### src/rtl/kmt_pkg.sv
package kmt_pkg;

  localparam int ENTRIES    = 32;
  localparam int KEY_BITS   = 64;
  localparam int MAX_DUMP   = 32;
  localparam int IDX_W      = (ENTRIES > 1) ? $clog2(ENTRIES) : 1;
  localparam int CNT_W      = $clog2(ENTRIES + 1);

  localparam int CMD_W      = 3;
  localparam int KEY_W      = 64;
  localparam int PROTO_W    = 16;
  localparam int PORT_W     = 16;
  localparam int OWNER_W    = 32;
  localparam int ERR_W      = 2;
  localparam int CNT_OUT_W  = 6;

  typedef enum logic [CMD_W-1:0] {
    CMD_COUNT  = 3'd0,
    CMD_MAP    = 3'd1,
    CMD_UNMAP  = 3'd2,
    CMD_LOOKUP = 3'd3,
    CMD_DUMP   = 3'd4,
    CMD_PURGE  = 3'd5
  } cmd_e;

  typedef enum logic [ERR_W-1:0] {
    ERR_NONE     = 2'd0,
    ERR_NO_SPACE = 2'd1,
    ERR_NO_ENTRY = 2'd2
  } err_e;

  typedef enum logic [2:0] {
    ST_IDLE,
    ST_SCAN,
    ST_RESP,
    ST_DUMP_NEXT,
    ST_DUMP_EMIT
  } state_e;

  typedef struct packed {
    logic [KEY_BITS-1:0] key;
    logic [PROTO_W-1:0]  proto;
    logic [PORT_W-1:0]   port;
    logic [OWNER_W-1:0]  owner;
  } entry_t;

  typedef struct packed {
    logic             we;
    logic [IDX_W-1:0] waddr;
    entry_t           wdata;
    logic             re;
    logic [IDX_W-1:0] raddr;
  } mem_req_t;

endpackage

### src/rtl/kmt_store.sv
module kmt_store
  import kmt_pkg::*;
(
  input  logic     clk_i,
  input  mem_req_t req_i,
  output entry_t   rd_data_o
);

  entry_t mem [ENTRIES];
  entry_t rd_data_q;

  always_ff @(posedge clk_i) begin
    if (req_i.we) begin
      mem[req_i.waddr] <= req_i.wdata;
    end
  end

  always_ff @(posedge clk_i) begin
    if (req_i.re) begin
      rd_data_q <= mem[req_i.raddr];
    end
  end

  assign rd_data_o = rd_data_q;

endmodule

### config.mk
export PLATFORM = sky130hd
export DESIGN_NAME = kmt_store
export DESIGN_NICKNAME = d
export VERILOG_FILES = /design/src/rtl/kmt_pkg.sv /design/src/rtl/kmt_store.sv
export SDC_FILE = /design/constraint.sdc
export NUM_CORES = 2
export LEC_CHECK = 0
export BUFFER_PORTS_ARGS = -buffer_cell sky130_fd_sc_hd__buf_4
export CORE_ASPECT_RATIO = 0.75
export CORE_MARGIN = 3
export CORE_UTILIZATION = 31
export DETAILED_ROUTE_END_ITERATION = 7
export SETUP_SLACK_MARGIN = 0.05
export SLEW_MARGIN = 20
export SYNTH_ARGS = -nofsm -noshare
export SYNTH_HDL_FRONTEND = slang
export SYNTH_SLANG_ARGS = --single-unit
### constraint.sdc
create_clock -name clk_i -period 11.9 [get_ports clk_i]
set_input_delay 0 -clock clk_i [delete_from_list [all_inputs] [get_ports clk_i]]
set_output_delay 0 -clock clk_i [all_outputs]
set_load 0.02 [all_outputs]
==> out/metrics.yaml <==
worst_setup_path:
  path_buf_inv: 6
  worstReg2RegStart: "mem[7][43]"
  worst_ep_required_time_ns: 12.44
  path_class: "in2reg"
  path_delay_family: "buffers and inverters"
  worst_path_max_delay_cell: "buf_4"
  end_kind: "register"
  cp_max_fo: 36
  crit_chain: "dlygate4sd3_1 > buf_4 > or3b_2 > dlygate4sd3_1 > nor2_4 > buf_16 > buf_4 > buf_4"
  cp.arrival_ns: 4.75
  max_stage_delay_ns: 0.86
  startpoint: "req_i[137]"
  crit_path_start_kind: "input pin"
  cpMostUsedCell: "buf_4"
power:
  leakagePower_nw: 55.3
  ir_drop_uv: 108
  power.density_nw_per_um2: 169
drt:
  vias_per_cell: 5.35
  wire_per_inst_um: 31.0
  routed-via-count: 75500
  dr_wl_met2_mm: 210
  routed-wl-met3_mm: 36.7
  drt-pass1-iter-count: 5
  ant_nets: 0
  drt-met1-wl_mm: 181
  drt-initial-drc-count: 10000
  routed_wl_mm: 438
  drc: 0
  routed.top_layer: "met5"
yosys:
  synth_nets: 6581
  ys_seq_area_frac: 0.810
  synth_top_family_by_area: "multiplexers"
  synth_compound_area_frac: 0.0226
  synthAdderAreaFrac: 0
  synth.area.mux_share: 0.146
  synth.distinct_cells: 27
  yosysWarnings: 0
  netlist_instances: 6440
  syn_area_per_cell_um2: 24.3
  synth-xor-area-share: 0
  ys_seq_elements: 4224
  synthSimpleGateAreaFrac: 0.00825
  synth_area_um2: 157000
placement:
  gp_congestion: 0.729
  portBuffers: 268
  dp_hpwl_mm: 215
global_routing:
  grt.overflow.total: 0
  grt_start_max_net_pins: 148
  antenna_found_initial: 74
  grt_pass1_vias: 75100
  globalRouteTotalUtil: 0.165
  grt_pass1_wl_mm: 605
die:
  std_cell_rows: 225
  die_w_um: 826
  core-area_um2: 502000
  initial_core_util: 0.312
  die-height_um: 621
  die-area_um2: 514000
  io-pin-count: 269
run_status:
  status: "finished, final reports clean"
finish:
  nNetsFinal: 7232
  synthToLayoutAreaGrowth_pct: 15.8
  layout-drive-gt1-share: 0.273
clock_network:
  path_clk_slew_ns: 0.06
  cts_buffer_depth: 4
  insertion_delay_ns: 0.94
  cts_tree: "yes"
  cts_htree_levels: 5
  cts_made_buffers: 385
  cts_sinks: 4224
  cts_root_buf: "clkbuf_16"
  ctsResizeCount: 0
sta:
  worst_slew_pin_slew_ns: 1.16
  clock.fmax_mhz: 237
  skew_ns: 0.0863
  maxSlewHeadroom: 0.226
  fin_tns_setup_ns: 0
  finalMaxSlewViolations: 0
  post-route-period-util: 0.354
  fin_crit_ns: 4.21
  rsz0062_at_grt: "false"
  setup-violations-final: 0
  hold_viol_final: 0
  hold_ws_ns: 0.0560
job:
  maxCapViolCount: 0
worst_hold_path:
  hp-class: "in2reg"
  min_from: "req_i[120]"
[logic make-up (layout without fill, tap and decap cells)]
kind of cell / count (synthesis) / in the layout
simple gates: 226 / 226
flops: 4224 / 4224
mux: 1092 / 1092
other cells: 0 / 17
compound gates: 546 / 546
buf+inv: 352 / 1307
[registers in the layout, indices dropped and copies added, names as in the netlist]
name       flops
mem         4096
rd_data_o    128
[layer usage]
metal  up-vias  global-route usage
met5         -                   0
met4        24              0.0346
met3       684              0.0272
met2      3710               0.267
met1     41600               0.237
li1      29500                   -
[stage by stage]
step / area (um2) / cells / power, mW / utilization / setup slack, ns
after floorplan: 157000 / 6440 / 17.8 / - / 5.30
after global placement: 167000 / 13200 / 18.4 / 0.333 / 7.55
after detailed placement: 167000 / 13200 / 18.4 / 0.333 / 7.47
after CTS: 181000 / 14100 / 30.8 / 0.361 / 7.79
after global routing: 181000 / 14100 / 31.5 / 0.361 / 7.74
final: 181000 / 14100 / 30.6 / 0.361 / 7.69
[report_power, final]
| part | internal [mW] | switching [mW] |
|---|---|---|
| Sequential | 16.6 | 0.0935 |
| Clock | 6.96 | 5.47 |
| Combinational | 0.560 | 0.887 |
[worst paths after layout]
kind / slack [ns] / depth (start not counted) / end
setup reg to reg: 9.86 / 3 / rd_data_o[43]
setup / recovery: 7.69 / 8 / mem[16][56]
hold / removal: 0.06 / 2 / mem[18][114]
hold reg to reg: 0.78 / 3 / rd_data_o[59]
[layout make-up]
class                      instances  area, um2
timing repair buffer             616       5510
clock inverter                   242       2450
clock buffer                     449       9960
tap                             6696       8380
multi-input combinational       1864      28100
fill                           45000     321000
sequential                      4224     127000
antenna                           17       42.5
[cell usage in the layout, fill, tap and decap left out, types with 11 or more instances in the layout]
cell type         n
clkinv_1         76
o22ai_1         444
dlygate4sd3_1   166
nor4_2           11
mux2i_1         136
diode_2          17
nor2_4           33
mux4_2          956
edfxtp_1       4224
nand4_1          17
clkinv_2         84
a22oi_1         102
clkbuf_16       389
buf_4           411
nand3_1          36
nor4_1          100
buf_12           29
clkinvlp_4       14
bufinv_16        44
clkbuf_1         60
[cells in the mapped netlist (all sizes together)]
| library cell | instances | area, um2 |
|---|---|---|
| nor2b | 3 | 18.8 |
| nand3b | 6 | 45.0 |
| nand2 | 4 | 15.0 |
| and3 | 1 | 6.26 |
| and3b | 1 | 8.76 |
| and2 | 1 | 6.26 |
| or3 | 2 | 12.5 |
| edfxtp | 4224 | 127000 |
| nand3 | 37 | 185 |
| mux4 | 956 | 21500 |
| nor2 | 36 | 138 |
| o22ai | 444 | 2780 |
| mux2i | 136 | 1360 |
| clkbuf | 117 | 473 |
| nor3b | 1 | 7.51 |
| a22oi | 102 | 766 |
| nor4 | 111 | 694 |
| or2 | 1 | 6.26 |
| nand2b | 1 | 6.26 |
| buf | 235 | 1480 |
| or3b | 4 | 35.0 |
| nand4 | 17 | 106 |
[what timing repair did]
action / 4_1_cts / 5_1_grt
setup buffers: 0 / 0
hold buffers: 167 / 0
hold endpoints to repair: 4303 / 0
No activity file was read; power rests on OpenSTA's default activity.
